--- src/hw/rtl/rps_pkg.sv ---
package rps_pkg;

   // Field and port widths
   localparam int NUM_RAILS  = 4;
   localparam int RAIL_W     = 2;
   localparam int THRESH_W   = 16;
   localparam int ADC_W      = 16;
   localparam int CSR_DATA_W = 32;
   localparam int CSR_ADDR_W = 4;

   // Command codes
   typedef enum logic [1:0] {
      CMD_CONV = 2'd0,
      CMD_UP   = 2'd1,
      CMD_DOWN = 2'd2,
      CMD_NONE = 2'd3
   } cmd_type;

   // Reported sequencer status
   typedef enum logic [1:0] {
      SEQ_OFF     = 2'd0,
      SEQ_RUNNING = 2'd1,
      SEQ_ON      = 2'd2,
      SEQ_FAULTED = 2'd3
   } seq_code_type;

   // Fault codes: none, or a base plus the rail number
   localparam logic [3:0] FAULT_NONE    = 4'd0;
   localparam logic [3:0] FAULT_UP_BASE = 4'd1;
   localparam logic [3:0] FAULT_DN_BASE = 4'd5;

   // Rail numbers at the ends of the sequence
   localparam logic [RAIL_W-1:0] RAIL_FIRST = 2'd0;
   localparam logic [RAIL_W-1:0] RAIL_LAST  = 2'd3;

   typedef logic [NUM_RAILS-1:0][THRESH_W-1:0] thresh_arr_type;

   // One input beat
   typedef struct packed {
      logic [1:0]       cmd;
      logic [ADC_W-1:0] adc_value;
      logic             adc_ok;
   } item_type;

   // One result beat
   typedef struct packed {
      logic [NUM_RAILS-1:0] rail_enables;
      logic                 measure_req;
      logic [RAIL_W-1:0]    measure_rail;
      logic [3:0]           fault_code;
      logic [1:0]           seq_state;
   } result_type;

endpackage

--- src/hw/rtl/rps_if.sv ---
// Input channel: commands and conversion results
interface rps_req_if;
   logic        valid;
   logic        ready;
   logic [1:0]  cmd;
   logic [15:0] adc_value;
   logic        adc_ok;

   modport source (output valid, output cmd, output adc_value, output adc_ok, input ready);
   modport sink (input valid, input cmd, input adc_value, input adc_ok, output ready);
endinterface

// Result channel: rail enables and sequencer status
interface rps_rsp_if;
   logic       valid;
   logic       ready;
   logic [3:0] rail_enables;
   logic       measure_req;
   logic [1:0] measure_rail;
   logic [3:0] fault_code;
   logic [1:0] seq_state;

   modport source (output valid, output rail_enables, output measure_req,
                   output measure_rail, output fault_code, output seq_state, input ready);
   modport sink (input valid, input rail_enables, input measure_req,
                 input measure_rail, input fault_code, input seq_state, output ready);
endinterface

--- src/hw/rtl/rps_csr.sv ---
module rps_csr (
   input  logic                             clock,
   input  logic                             reset,
   input  logic                             psel,
   input  logic                             penable,
   input  logic                             pwrite,
   input  logic [rps_pkg::CSR_ADDR_W-1:0]   paddr,
   input  logic [rps_pkg::CSR_DATA_W-1:0]   pwdata,
   output logic [rps_pkg::CSR_DATA_W-1:0]   prdata,
   output logic                             pready,
   output rps_pkg::thresh_arr_type          thresh
);
   import rps_pkg::*;

   thresh_arr_type    thresh_ff;
   logic [RAIL_W-1:0] reg_idx;
   logic              wr_en;

   // Word-aligned register select
   assign reg_idx = paddr[CSR_ADDR_W-1:2];
   assign wr_en   = psel && penable && pwrite;
   assign pready  = 1'b1;

   // Threshold registers, written in the access phase
   always_ff @(posedge clock) begin
      if (reset) begin
         thresh_ff <= '0;
      end else if (wr_en) begin
         thresh_ff[reg_idx] <= pwdata[THRESH_W-1:0];
      end
   end

   // Read back, zero extended
   assign prdata = CSR_DATA_W'(thresh_ff[reg_idx]);
   assign thresh = thresh_ff;

endmodule

--- src/hw/rtl/rps_seq.sv ---
module rps_seq #(
   parameter int ADC_BITS = 16
) (
   input  logic                    clock,
   input  logic                    reset,
   input  logic                    item_vld,
   input  rps_pkg::item_type       item,
   input  rps_pkg::thresh_arr_type thresh,
   output logic                    item_take,
   output logic                    res_vld,
   input  logic                    res_ready,
   output rps_pkg::result_type     result
);
   import rps_pkg::*;

   typedef enum logic [4:0] {
      ST_OFF   = 5'b00001,
      ST_UP    = 5'b00010,
      ST_ON    = 5'b00100,
      ST_DN    = 5'b01000,
      ST_FAULT = 5'b10000
   } state_type;

   state_type            state_ff, state_in;
   logic [RAIL_W-1:0]    rail_ff, rail_in;
   logic [NUM_RAILS-1:0] en_ff, en_in;
   logic [3:0]           fault_ff, fault_in;
   logic                 res_vld_ff, res_vld_in;
   result_type           result_ff, result_in;

   logic [ADC_BITS-1:0]  sample;
   logic [THRESH_W-1:0]  sample_ext;
   logic                 present;
   logic                 waiting;
   logic [1:0]           code;

   // Result register frees up when empty or being drained
   assign item_take  = item_vld && (!res_vld_ff || res_ready);
   assign res_vld_in = item_take || (res_vld_ff && !res_ready);

   // Rail reading against its threshold, only ADC_BITS of the code count
   assign sample     = item.adc_value[ADC_BITS-1:0];
   assign sample_ext = THRESH_W'(sample);
   assign present    = item.adc_ok && (sample_ext >= thresh[rail_ff]);

   // Sequencer next state for the beat in the input register
   always_comb begin
      state_in = state_ff;
      rail_in  = rail_ff;
      en_in    = en_ff;
      fault_in = fault_ff;
      if (item_take) begin
         unique case (state_ff)
            ST_OFF: begin
               if (item.cmd == CMD_UP) begin
                  en_in    = en_ff | 4'b0001;
                  rail_in  = RAIL_FIRST;
                  state_in = ST_UP;
               end
            end
            ST_ON: begin
               if (item.cmd == CMD_DOWN) begin
                  en_in    = en_ff & 4'b0111;
                  rail_in  = RAIL_LAST;
                  state_in = ST_DN;
               end
            end
            ST_UP: begin
               if (item.cmd == CMD_CONV) begin
                  if (!present) begin
                     fault_in = FAULT_UP_BASE + 4'(rail_ff);
                     state_in = ST_FAULT;
                  end else if (rail_ff != RAIL_LAST) begin
                     en_in   = en_ff | NUM_RAILS'(4'b0010 << rail_ff);
                     rail_in = rail_ff + 2'd1;
                  end else begin
                     state_in = ST_ON;
                  end
               end
            end
            ST_DN: begin
               if (item.cmd == CMD_CONV) begin
                  if (present) begin
                     fault_in = FAULT_DN_BASE + 4'(rail_ff);
                     state_in = ST_FAULT;
                  end else if (rail_ff != RAIL_FIRST) begin
                     en_in   = en_ff & ~NUM_RAILS'(4'b0001 << (rail_ff - 2'd1));
                     rail_in = rail_ff - 2'd1;
                  end else begin
                     state_in = ST_OFF;
                  end
               end
            end
            ST_FAULT: begin
               state_in = ST_FAULT;
            end
            default: begin
               state_in = ST_FAULT;
            end
         endcase
      end
   end

   // Status code and result beat from the updated state
   always_comb begin
      unique case (state_in)
         ST_OFF:   code = SEQ_OFF;
         ST_ON:    code = SEQ_ON;
         ST_UP:    code = SEQ_RUNNING;
         ST_DN:    code = SEQ_RUNNING;
         default:  code = SEQ_FAULTED;
      endcase
      waiting                = (state_in == ST_UP) || (state_in == ST_DN);
      result_in.rail_enables = en_in;
      result_in.measure_req  = waiting;
      result_in.measure_rail = waiting ? rail_in : RAIL_FIRST;
      result_in.fault_code   = fault_in;
      result_in.seq_state    = code;
   end

   // Control state
   always_ff @(posedge clock) begin
      if (reset) begin
         state_ff   <= ST_OFF;
         rail_ff    <= RAIL_FIRST;
         en_ff      <= '0;
         fault_ff   <= FAULT_NONE;
         res_vld_ff <= 1'b0;
      end else begin
         state_ff   <= state_in;
         rail_ff    <= rail_in;
         en_ff      <= en_in;
         fault_ff   <= fault_in;
         res_vld_ff <= res_vld_in;
      end
   end

   // Result payload
   always_ff @(posedge clock) begin
      if (item_take) begin
         result_ff <= result_in;
      end
   end

   assign res_vld = res_vld_ff;
   assign result  = result_ff;

endmodule

--- src/hw/rtl/rail_power_sequencer.sv ---
// Four-rail supply sequencer. A power-up command enables the 15V, bias, 500V
// and H-bridge rails one at a time, each after a conversion of the previous
// rail reads at or above its threshold; power-down releases them in reverse
// order and checks each rail has gone. Every accepted beat returns exactly one
// result beat carrying the enables, the rail to convert next, the sticky fault
// code and the sequencer status. One beat per clock is taken while the result
// side is not stalled; each beat passes the input register, then the state
// update loads the result register. Thresholds are written over the APB
// port at byte addresses 0, 4, 8 and 12 and reset to zero; write them only
// while no beat is in flight. Only the low ADC_BITS bits of adc_value are
// compared. A fault holds until reset.
module rail_power_sequencer #(
   parameter int ADC_BITS = 16
) (
   input  logic                           clock,
   input  logic                           reset,
   rps_req_if.sink                        req_bus,
   rps_rsp_if.source                      rsp_bus,
   input  logic                           psel,
   input  logic                           penable,
   input  logic                           pwrite,
   input  logic [rps_pkg::CSR_ADDR_W-1:0] paddr,
   input  logic [rps_pkg::CSR_DATA_W-1:0] pwdata,
   output logic [rps_pkg::CSR_DATA_W-1:0] prdata,
   output logic                           pready
);
   import rps_pkg::*;

   thresh_arr_type thresh;
   item_type       item_in, item_ff;
   logic           in_vld_ff, in_vld_in;
   logic           item_take;
   logic           res_vld;
   result_type     result;

   rps_csr u_csr (
      .clock   (clock),
      .reset   (reset),
      .psel    (psel),
      .penable (penable),
      .pwrite  (pwrite),
      .paddr   (paddr),
      .pwdata  (pwdata),
      .prdata  (prdata),
      .pready  (pready),
      .thresh  (thresh)
   );

   // Input register: takes a beat when empty or when its content moves on this cycle
   assign req_bus.ready = !in_vld_ff || item_take;
   assign in_vld_in     = req_bus.ready ? req_bus.valid : in_vld_ff;

   assign item_in.cmd       = req_bus.cmd;
   assign item_in.adc_value = req_bus.adc_value;
   assign item_in.adc_ok    = req_bus.adc_ok;

   always_ff @(posedge clock) begin
      if (reset) begin
         in_vld_ff <= 1'b0;
      end else begin
         in_vld_ff <= in_vld_in;
      end
   end

   always_ff @(posedge clock) begin
      if (req_bus.valid && req_bus.ready) begin
         item_ff <= item_in;
      end
   end

   rps_seq #(
      .ADC_BITS (ADC_BITS)
   ) u_seq (
      .clock     (clock),
      .reset     (reset),
      .item_vld  (in_vld_ff),
      .item      (item_ff),
      .thresh    (thresh),
      .item_take (item_take),
      .res_vld   (res_vld),
      .res_ready (rsp_bus.ready),
      .result    (result)
   );

   // Result channel
   assign rsp_bus.valid        = res_vld;
   assign rsp_bus.rail_enables = result.rail_enables;
   assign rsp_bus.measure_req  = result.measure_req;
   assign rsp_bus.measure_rail = result.measure_rail;
   assign rsp_bus.fault_code   = result.fault_code;
   assign rsp_bus.seq_state    = result.seq_state;

endmodule

--- src/flat_wrapper.sv ---
// flat-port wrapper written by rule: the top's interface ports become plain ports
module rail_power_sequencer_flat import rps_pkg::*;
#(
   parameter int ADC_BITS = 16
)
  (clock, reset, psel, penable, pwrite, paddr, pwdata, prdata, pready, req_bus_valid, req_bus_cmd, req_bus_adc_value, req_bus_adc_ok, req_bus_ready, rsp_bus_valid, rsp_bus_rail_enables, rsp_bus_measure_req, rsp_bus_measure_rail, rsp_bus_fault_code, rsp_bus_seq_state, rsp_bus_ready);
  rps_req_if req_bus_i ();
  rps_rsp_if rsp_bus_i ();
  input  logic clock;
  input  logic reset;
  input  logic psel;
  input  logic penable;
  input  logic pwrite;
  input  logic [rps_pkg::CSR_ADDR_W-1:0] paddr;
  input  logic [rps_pkg::CSR_DATA_W-1:0] pwdata;
  output logic [rps_pkg::CSR_DATA_W-1:0] prdata;
  output logic pready;
  input wire logic [$bits(req_bus_i.valid)-1:0] req_bus_valid;
  input wire logic [$bits(req_bus_i.cmd)-1:0] req_bus_cmd;
  input wire logic [$bits(req_bus_i.adc_value)-1:0] req_bus_adc_value;
  input wire logic [$bits(req_bus_i.adc_ok)-1:0] req_bus_adc_ok;
  output wire logic [$bits(req_bus_i.ready)-1:0] req_bus_ready;
  output wire logic [$bits(rsp_bus_i.valid)-1:0] rsp_bus_valid;
  output wire logic [$bits(rsp_bus_i.rail_enables)-1:0] rsp_bus_rail_enables;
  output wire logic [$bits(rsp_bus_i.measure_req)-1:0] rsp_bus_measure_req;
  output wire logic [$bits(rsp_bus_i.measure_rail)-1:0] rsp_bus_measure_rail;
  output wire logic [$bits(rsp_bus_i.fault_code)-1:0] rsp_bus_fault_code;
  output wire logic [$bits(rsp_bus_i.seq_state)-1:0] rsp_bus_seq_state;
  input wire logic [$bits(rsp_bus_i.ready)-1:0] rsp_bus_ready;
  assign req_bus_i.valid = req_bus_valid;
  assign req_bus_i.cmd = req_bus_cmd;
  assign req_bus_i.adc_value = req_bus_adc_value;
  assign req_bus_i.adc_ok = req_bus_adc_ok;
  assign req_bus_ready = req_bus_i.ready;
  assign rsp_bus_valid = rsp_bus_i.valid;
  assign rsp_bus_rail_enables = rsp_bus_i.rail_enables;
  assign rsp_bus_measure_req = rsp_bus_i.measure_req;
  assign rsp_bus_measure_rail = rsp_bus_i.measure_rail;
  assign rsp_bus_fault_code = rsp_bus_i.fault_code;
  assign rsp_bus_seq_state = rsp_bus_i.seq_state;
  assign rsp_bus_i.ready = rsp_bus_ready;
  rail_power_sequencer #(.ADC_BITS(ADC_BITS)) u_core (.clock(clock), .reset(reset), .req_bus(req_bus_i), .rsp_bus(rsp_bus_i), .psel(psel), .penable(penable), .pwrite(pwrite), .paddr(paddr), .pwdata(pwdata), .prdata(prdata), .pready(pready));
endmodule
--- config.mk ---
export PLATFORM = sky130hd
export DESIGN_NAME = rail_power_sequencer_flat
export DESIGN_NICKNAME = d
export VERILOG_FILES = /design/src/hw/rtl/rps_pkg.sv /design/src/hw/rtl/rps_if.sv /design/src/hw/rtl/rps_csr.sv /design/src/hw/rtl/rps_seq.sv /design/src/hw/rtl/rail_power_sequencer.sv /design/src/flat_wrapper.sv
export SDC_FILE = /design/constraint.sdc
export NUM_CORES = 1
export LEC_CHECK = 0
export BUFFER_PORTS_ARGS = -buffer_cell sky130_fd_sc_hd__buf_2
export CORE_MARGIN = 3
export CORE_UTILIZATION = 35
export DETAILED_ROUTE_END_ITERATION = 8
export SLEW_MARGIN = 20
export SYNTH_ARGS = -nofsm -noshare
export SYNTH_HDL_FRONTEND = slang
export SYNTH_HIERARCHICAL = 1
export SYNTH_SLANG_ARGS = --single-unit
--- constraint.sdc ---
create_clock -name clock -period 6 [get_ports clock]
set_input_delay 1.2 -clock clock [delete_from_list [all_inputs] [get_ports clock]]
set_output_delay 1.2 -clock clock [all_outputs]
set_load 0.01 [all_outputs]
[After elaboration in Yosys (flattened, before gate mapping)]
Index checks and enable logic that the tools add are counted.
Operators by class
  $add $sub $neg: 4
  $lt $le $gt $ge: 4
  eq/ne operators: 11
  shifts and indexed selects: 2
  multiplexer cells: 44
  bitwise operators: 3
  reductions and logical operators: 17
Operator list (count)
  16-bit binary-select mux with 2-bit select: 2
  64-bit bitwise mux: 1
  4-bit two-way mux: 13
  16-bit two-way mux: 3
  5-bit two-way mux: 9
  16-bit demux with 2-bit select: 1
  5-bit case mux with 4 select lines: 1
  2-bit two-way mux: 9
  16-bit >= comparator: 1
  4-bit case mux with 4 select lines: 1
  5-bit by 1-bit equality test with 1-bit output (second input constant): 2
  5-bit by 2-bit equality test with 1-bit output (second input constant): 2
  5-bit by 3-bit equality test with 1-bit output (second input constant): 2
  5-bit by 4-bit equality test with 1-bit output (second input constant): 2
  2-bit case mux with 4 select lines: 1
  4-bit case mux with 2 select lines: 1
  1-bit logical AND: 7
  2-bit by 3-bit < comparator with 1-bit output (second input constant): 2
  2-bit case mux with 3 select lines: 1
  3-bit by 2-bit adder with 4-bit output (first input constant): 1
  4-bit AND: 1
  1-bit logical OR: 4
  4-bit inverter: 1
  4-bit OR: 1
  14 further kinds: 16
Word-level totals
  register bits: 113
  input port bits: 62
  output and inout port bits: 48
  word-level logic and storage cells: 103

[Logic depth before layout (Yosys ltp)]
Gate-level depths: netlist of the first run.
  depth after elaboration: 11
  gate-level depth with buffers: 14
  depth with buffers taken out: 11

[Modules after synthesis]
Netlist of the first run, hierarchy kept.
Modules (own cells, without submodules)
  rps_csr: instances 1, cells each 291, area each 3124.2 sq um, seq. area each 1281.2 sq um
  rps_seq: instances 1, cells each 242, area each 2359.8 sq um, seq. area each 710.7 sq um
  rail_power_sequencer: instances 1, cells each 24, area each 625.6 sq um, seq. area each 590.6 sq um

[Worst setup path after synthesis of the first run]
Ideal clock, no wire load.
  kind: register to register
  start: reg u_core.u_seq.rail_ff[0]
  end: reg u_core.u_seq.result_ff (netlist bit u_core/u_seq/result[11]) (data pin)
  data arrival time: 4145 ps
  slack: 1595 ps
  stages on the path, launching flop included: 14
  path buffers: 3
  period minus slack after synthesis: 4405 ps
  path through: dfxtp_1 -> clkbuf_1 -> clkbuf_1 -> mux4_2 -> inv_1 -> ha_1 -> a21o_1 -> a21o_1 -> a2111o_1 -> o31ai_4 -> buf_6 -> nand2_4 -> or4b_1 -> a32o_1
Between the ends
  longest elaborated chain between the ends: 9
  elaborated cells between the ends (all ways): 20
  those cells by class: add/sub (1); order compare (1); eq/ne (1); shift (2); mux (10); bitwise (3); reduce/logical (2)
Ends and longest elaborated chain
  start: declaration: line rps_seq.sv:25  | logic [RAIL_W-1:0] rail_ff, rail_in;
  start signal: assignment: line rps_seq.sv:131  | rail_ff <= rail_in;
  parallel branches: the longest is 7 deep, another holds 16-bit >= comparator
  4-bit case mux with 4 select lines *: line rps_seq.sv:53  | unique case (state_ff)
  4-bit two-way mux *: line rps_seq.sv:52  | if (item_take) begin
  via u_core.u_seq.en_in[2]: line rps_seq.sv:26  | logic [NUM_RAILS-1:0] en_ff, en_in;
  end signal: assignment: line rps_seq.sv:141  | result_ff <= result_in;
  end: declaration: line rps_seq.sv:29  | result_type result_ff, result_in;
Mark *: on every way through the listed nets, which the timed path passes. The select of a mux whose other input is x is not followed.
A chain may end at the register's enable or synchronous reset.

[Worst setup path after layout of the first run]
  start: reg u_core.u_seq.rail_ff[0]
  end: reg u_core.u_seq.fault_ff[0]
Between the ends
  longest elaborated chain between the ends: 8
  elaborated cells between the ends (all ways): 12
  those cells by class: add/sub (2); order compare (1); mux (8); reduce/logical (1)
Ends and longest elaborated chain
  16-bit binary-select mux with 2-bit select: line rps_seq.sv:44  | assign present = item.adc_ok && (sample_ext >= thresh[rail_ff]);
  16-bit two-way mux (implied by the code): line rps_seq.sv:44
  16-bit >= comparator: line rps_seq.sv:44
  1-bit logical AND: line rps_seq.sv:44
  4-bit two-way mux (on tied branches): line rps_seq.sv:83, rps_seq.sv:70
  4-bit two-way mux (on tied branches): line rps_seq.sv:82, rps_seq.sv:69
  4-bit case mux with 2 select lines *: line rps_seq.sv:53
  4-bit two-way mux *: line rps_seq.sv:52
  via u_core.u_seq.fault_in[0]: line rps_seq.sv:27  | logic [3:0] fault_ff, fault_in;
  end signal: assignment: line rps_seq.sv:133  | fault_ff <= fault_in;
  end: declaration: line rps_seq.sv:27
Mark *: on every way through the listed nets, which the timed path passes. The rest lies on a longest branch. The select of a mux whose other input is x is not followed.

==> flow_summary_export.csv, run 1 <==
group,metric,value,unit
synth,synth_cells,557,
sta,hold_viol_final,0,
routing,avgRoutedWirePerCell,18.4,um
synth,synth_top_cell_area_share,26.5,%
finish,final_cell_mix,"dfxtp_1, nand2b_1, buf_2",
clock_tree,postCtsHoldBufs,0,
placed_design,dpl.hpwl,10.7,mm
global_route,grt_pass1_wl,25.5,mm
finish,multi_input_area,3180,um^2
setup_path,end_kind,"flip-flop",
finish,syn2layout_area_growth,16.3,%
setup_path,path_common_cell,"a21o_1",
floorplan,die_x,138,um
floorplan,die_h,138,um
finish,final_core_util,42.3,%
finish,drive_gt1_share,24.2,%
floorplan,core-area,16800,um^2
synth,netlist_top_cells_area,"dfxtp_1, edfxtp_1, mux4_2, mux2i_1, nand2b_1",
synth,ys_types,64,
setup_path,crit_fanout,16,
flow_run,max_cap_violations,0,
clock_tree,postCtsSetupBuffers,0,
synth,async_reset_ff_share,0,%
finish,fin_cells,851,
sta,slew_violations,0,
sta,setup_violations,0,
placed_design,port_buffers,74,
clock_tree,cts_sinks,113,
finish,area.sequential,2580,um^2
clock_tree,cts.path.max_buffers,2,
floorplan,io_pins,110,
setup_path,cp-start-kind,"flip-flop",
setup_path,path_delay_family,"compound AO/OA/AOI/OAI gates",
clock_tree,ctsResizeCount,0,
clock_tree,path_clk_slew,0.05,ns
setup_path,crit_buf_inv,1,
synth,ys_seq_area_share,42.3,%
power,seqPwrFrac,42.0,%
clock_tree,cts_buffers,17,
finish,final_nets,702,
floorplan,dieArea,19100,um^2
sta,worst_slew_pin_slew,0.997,ns
setup_path,worstPathArrival,4.87,ns
routing,wl,15.7,mm
global_route,grt_pass1_vias,4718,
routing,viasPerCell,5.33,
power,switching_share,24.1,%
floorplan,start_util,36.3,%
setup_path,worst_path_max_delay_cell,"dfxtp_1",
placed_design,placed_cells,819,
synth,synth_area,6110,um^2
synth,synth_warnings,6,
clock_tree,cts_tree,"done",
routing,via_count,4540,
setup_path,crit_type,"flip-flop to flip-flop",
sta,period_needed,4.61,ns
power,clkPwrFrac,50.3,%
routing,drc,0,
floorplan,std_cell_rows,47,
power,p_sw,0.000472,W
global_route,grt.total_usage,16.8,%
sta,setup-tns-final,0,ns
global_route,antenna_found_initial,0,
routing,drtAntennaViolNets,0,
run_status,outcome,"finished clean",
finish,fillers,1640,
synth,syn_avg_cell_area,11.0,um^2
setup_path,cp_cell_sequence,"mux4_2 -> inv_1 -> ha_1 -> a21o_1 -> a21o_1 -> a2111o_1 -> o31ai_4 -> nand3_1 -> a21oi_1 -> mux2_1 -> nor2b_1",
sta,finClkSkew,0.00994,ns
synth,synth-edff-count,32,
worst_hold_path,worstHoldPathType,"flip-flop to flip-flop",
finish,n_antenna_cell,0,
power,ir_worst_vdd,233,uV
sta,fin_crit_sh,76.9,%
routing,drtIter0Drc,254,
synth,synth_top_area_cell,"dfxtp_1",
sta,fmax,217,MHz
power,leakage,2.93,nW
clock_tree,cts-root-buf,"clkbuf_16",
clock_tree,htreeDepth,4,
power,power_density,275,nW/um^2
global_route,grt_overflow,0,
global_route,grt_max_degree,98,
sta,rsz0062_at_grt,"no",
routing,drtPass1Iterations,5,
setup_path,critPathMaxStageDelay,0.97,ns
power,intPower,0.00148,W
placed_design,routabilityCongestion,0.869,
power,power_frac_comb,7.7,%
finish,final_common_cell,"dfxtp_1",
sta,slew_headroom,33.4,%
synth,synth.ff_latch_count,113,
clock_tree,insertion_delay,0.42,ns
synth,synth_ff_type,"dfxtp_1",
setup_path,required,6.26,ns
flip-flops by register name, indices dropped and copies added, names as in the netlist:
signal                 cells
u_core/in_vld_ff           1
u_core/item_ff            19
u_core/u_csr/thresh       64
u_core/u_seq/en_ff         4
u_core/u_seq/fault_ff      4
u_core/u_seq/rail_ff       2
u_core/u_seq/res_vld       1
u_core/u_seq/result       13
u_core/u_seq/state_ff      5
logic make-up (layout without fill, tap and decap cells):
family / after synthesis / count (layout) / share of synthesized area [%]
buffers and inverters: 75 / 134 / 6.70
AO/OA/AOI/OAI: 83 / 83 / 8.70
multiplexers: 82 / 82 / 20.1
AND/OR/NAND/NOR: 179 / 179 / 17.5
flip-flops: 113 / 113 / 42.3
XOR/XNOR: 1 / 1 / 0.143
adder cells (fa/ha/maj): 22 / 22 / 4.51
other: 2 / 17 / 0.123
routing by layer:
metal / GRT usage (%) / part of all wire, %
met5: 0 / 0
met4: 6.45 / 2.4
met3: 4.56 / 6.0
met2: 28.6 / 49
met1: 20.1 / 43
synthesized netlist by cell type, types with 2 or more instances:
library cell / n
dfxtp_1: 81
nand2b_1: 75
mux2i_1: 48
edfxtp_1: 32
mux4_2: 31
a21oi_1: 29
nand3_1: 26
inv_1: 24
ha_1: 22
o21ai_0: 21
buf_4: 20
clkbuf_1: 18
nor2_1: 15
nand2_1: 13
nor2b_1: 9
nor3_1: 7
and3_1: 6
buf_6: 6
buf_2: 5
or3_1: 5
a31oi_1: 4
a21o_1: 3
and2_1: 3
nor4_1: 3
o211ai_1: 3
o21a_1: 3
a2111oi_0: 2
a32o_1: 2
conb_1: 2
mux2_1: 2
nand3_4: 2
nand4_1: 2
o31ai_1: 2
path summary, 6_finish.rpt:
check                                           start                             endpoint  slack [ns]  cells after the start
setup / recovery   u_core/u_seq/rail_ff[0]$_SDFF_PP0_  u_core/u_seq/fault_ff[0]$_SDFF_PP0_        1.39                     11
setup reg to reg   u_core/u_seq/rail_ff[0]$_SDFF_PP0_  u_core/u_seq/fault_ff[0]$_SDFF_PP0_        1.39                     11
hold reg to reg   u_core/u_csr/thresh[9]$_SDFFE_PP0P_  u_core/u_csr/thresh[9]$_SDFFE_PP0P_        0.49                      2
hold / removal    u_core/u_csr/thresh[9]$_SDFFE_PP0P_  u_core/u_csr/thresh[9]$_SDFFE_PP0P_        0.49                      2
stage by stage:
step / area [um^2] / total power, W / hold WS (ns) / worst slack [ns]
finish: 7110 / 0.00196 / 0.493 / 1.39
detailed placement: 6530 / 0.000989 / 0.481 / 1.35
global route: 7110 / 0.00203 / 0.515 / 1.05
floorplan: 6170 / 0.000945 / 0.455 / 1.59
CTS: 7110 / 0.00198 / 0.493 / 1.35
global placement: 6530 / 0.000985 / 0.469 / 1.34
worst reg2reg max path, delay by kind of cell, from the launching register on:
| family | cells | cell delay [ns] |
|---|---|---|
| flops | 1 | 0.97 |
| compound gates | 5 | 1.71 |
| mux | 2 | 1.02 |
| fa+ha+maj | 1 | 0.24 |
| buf+inv | 1 | 0.09 |
| simple gates | 2 | 0.43 |
power by group through the flow:
stage	clock network [W]	registers [W]	logic [W]
floorplan	0	0.000836	0.000109
global placement	0	0.000836	0.000149
global route	0.00104	0.000823	0.000167
CTS	0.00100	0.000821	0.000152
detailed placement	0	0.000837	0.000152
finish	0.000984	0.000821	0.000152
area by class of cell:
cell class,count,share of cell area [%]
multi-input cells,384,44.7
clock buffers,20,6.74
flip-flops and latches,113,36.3
repair buffers,78,5.63
clock inverters,12,1.46
inverters,24,1.27
well taps,220,3.87
Power figures use the tool's default switching activity.
==> inputs of run 2 (changes only) <==
Settings changed: ABC_AREA set to 1.
Clock period 6 ns to 3.9 ns, I/O delays scaled along.
==> flow_summary_export.csv, run 2 <==
group,metric,value,unit
power,power_density,435,nW/um^2
synth,synth_top_family_by_area,"simple AND/OR/NAND/NOR gates",
routing,drtPass1Iterations,5,
setup_path,timing.rr.start,"u_core/u_seq/rail_ff[1]$_SDFF_PP0_",
worst_hold_path,worstHoldPathType,"flip-flop to flip-flop",
synth,synth_warnings,6,
power,ir_worst_vdd,330,uV
floorplan,die_h,140,um
finish,final_cell_mix,"nand2_1, nor2_1, dfxtp_1",
global_route,antenna_found_initial,0,
power,switching_share,26.3,%
routing,drtIter0Drc,465,
synth,synth_area,6320,um^2
sta,fmax,291,MHz
placed_design,port_buffers,74,
finish,n_antenna_cell,0,
synth,async_reset_ff_share,0,%
worst_hold_path,hold_start,"u_core/u_seq/fault_ff[0]$_SDFF_PP0_",
floorplan,core-area,17500,um^2
setup_path,crit_fanout,31,
synth,synthMuxAreaShare,0,%
floorplan,dieArea,19700,um^2
clock_tree,postCtsHoldBufs,0,
setup_path,required,4.08,ns
synth,synth_commonest_cells,"nand2_1, nor2_1, dfxtp_1",
clock_tree,ctsResizeCount,0,
sta,worst_slew_pin_slew,0.901,ns
finish,fin_cells,1178,
setup_path,cp-start-kind,"flip-flop",
routing,wl,16.4,mm
synth,synth_cells,879,
clock_tree,path_clk_slew,0.05,ns
synth,yosysMostFrequentCell,"nand2_1",
placed_design,placed_cells,1146,
routing,viasPerCell,4.84,
setup_path,crit_type,"flip-flop to flip-flop",
synth,ys_types,38,
synth,syn_avg_cell_area,7.19,um^2
synth,synth_xor_area_share,0,%
global_route,grt_pass1_vias,5344,
clock_tree,htreeDepth,4,
global_route,grt.total_usage,17.2,%
placed_design,routabilityCongestion,0.852,
flow_run,max_cap_violations,0,
floorplan,start_util,36.1,%
sta,setup-tns-final,0,ns
synth,ys_seq_area_share,40.9,%
sta,slew_violations,0,
synth,synth_top_area_cell,"dfxtp_1",
clock_tree,cts_tree,"done",
synth,netlist_top_cells_area,"dfxtp_1, edfxtp_1, nand2_1, nor2_1, nand3_1",
sta,setup_violations,0,
floorplan,die_x,140,um
synth,synth_ff_type,"dfxtp_1",
finish,drive_gt1_share,16.6,%
routing,drc,0,
placed_design,place_area,6770,um^2
global_route,grt_overflow,0,
setup_path,worstPathArrival,3.62,ns
clock_tree,cts-root-buf,"clkbuf_16",
floorplan,std_cell_rows,48,
synth,synth-edff-count,32,
power,intPower,0.00236,W
synth,synth.ff_latch_count,113,
placed_design,post-place-ws,0.469,ns
finish,fillers,1798,
power,clkPwrFrac,47.0,%
sta,fin_ws,0.464,ns
clock_tree,cts.path.max_buffers,2,
finish,finish.instance_area,7350,um^2
global_route,grt_pass1_wl,27.0,mm
global_route,grt_max_degree,65,
finish,largest_reg_flops,64,
routing,via_count,5699,
synth,synth_top_cell_area_share,25.7,%
sta,finClkSkew,0.00807,ns
power,seqPwrFrac,40.0,%
routing,avgRoutedWirePerCell,13.9,um
synth,synth_fa_ha_area_share,4.36,%
clock_tree,cts_buffers,17,
sta,period_needed,3.44,ns
clock_tree,insertion_delay,0.42,ns
setup_path,cp-startpoint,"u_core/u_seq/rail_ff[1]$_SDFF_PP0_",
power,leakage,3.17,nW
synth,synth-compound-area-share,8.56,%
sta,hold_viol_final,0,
sta,rsz0062_at_grt,"no",
clock_tree,postCtsSetupBuffers,0,
finish,final_nets,1024,
run_status,outcome,"finished clean",
synth,yosys.area_share.simple,36.4,%
power,power_frac_comb,13.1,%
finish,final_core_util,42.1,%
finish,syn2layout_area_growth,16.4,%
finish,final_common_cell,"nand2_1",
power,p_sw,0.000843,W
clock_tree,cts_sinks,113,
routing,drtAntennaViolNets,0,
floorplan,io_pins,110,
placed_design,dpl.hpwl,10.7,mm
setup_path,end_kind,"flip-flop",
sta,slew_headroom,39.9,%
sta,fin_crit_sh,88.1,%
[run 2: changes by cell type after synthesis, moves of 10 or more]
cell	previous run	this run
a21oi_1	29	43
a32o_1	2	15
inv_1	24	50
inv_2	0	10
mux2i_1	48	0
mux4_2	31	0
nand2_1	13	255
nand2b_1	75	0
nand3_1	26	77
nand4_1	2	22
nor2_1	15	154
[run 2: power groups by stage]
stage               clock, W  sequential [W]  combinational, W
finish               0.00150         0.00128          0.000418
global route         0.00160         0.00128          0.000474
CTS                  0.00153         0.00128          0.000420
detailed placement         0         0.00130          0.000418
global placement           0         0.00130          0.000416
floorplan                  0         0.00130          0.000300
[run 2: cell families (layout without fill, tap and decap cells)]
kind of cell,after synthesis,in the layout
compound gates,85,85
fa+ha+maj,22,22
buf+inv,122,181
flops,113,113
other cells,2,17
simple gates,535,535
[run 2: final cells by class]
type	count	area [um^2]	share of cell area [%]
multi-input combinational	659	3180	43.3
sequential	113	2580	35.1
clock buffer	23	499	6.79
timing repair buffer	86	485	6.60
tap	225	282	3.83
inverter	63	241	3.28
clock inverter	9	80.1	1.09
[run 2: worst paths after layout]
| path | endpoint | slack [ns] | depth (start not counted) |
|---|---|---|---|
| worst max-delay path | u_core/u_seq/result[1]$_SDFFCE_PN1P_ | 0.46 | 17 |
| worst min-delay path | u_core/u_seq/fault_ff[0]$_SDFF_PP0_ | 0.50 | 2 |
| worst max register to register | u_core/u_seq/result[1]$_SDFFCE_PN1P_ | 0.46 | 17 |
| worst min register to register | u_core/u_seq/fault_ff[0]$_SDFF_PP0_ | 0.50 | 2 |
[run 2: per-layer routing]
metal,part of all wire (%),global-route usage [%],vias up
met5,0,0,-
met4,1.9,6.22,0
met3,5.9,4.51,18
met2,46,27.5,167
met1,46,22.3,2564
li1,-,-,2950
[run 2: critical path: stages (launching register included)]
cell and delay, ns:
dfxtp_1 0.46, clkinv_1 0.27, buf_12 0.25, a32o_1 0.29, ha_1 0.30, a21oi_1 0.06
o21ai_0 0.25, a21oi_1 0.13, nand2_1 0.15, nand3_1 0.16, nand2_1 0.14, nand2_1 0.08
a21oi_2 0.26, nand2_1 0.10, nor2_2 0.10, nand2_2 0.08, nand2_1 0.06, inv_1 0.03
[run 2: through the flow]
stage / hold WS (ns) / power, W
after global routing: 0.511 / 0.00336
after global placement: 0.471 / 0.00172
after detailed placement: 0.474 / 0.00172
final: 0.497 / 0.00320
after floorplan: 0.447 / 0.00160
after CTS: 0.491 / 0.00323
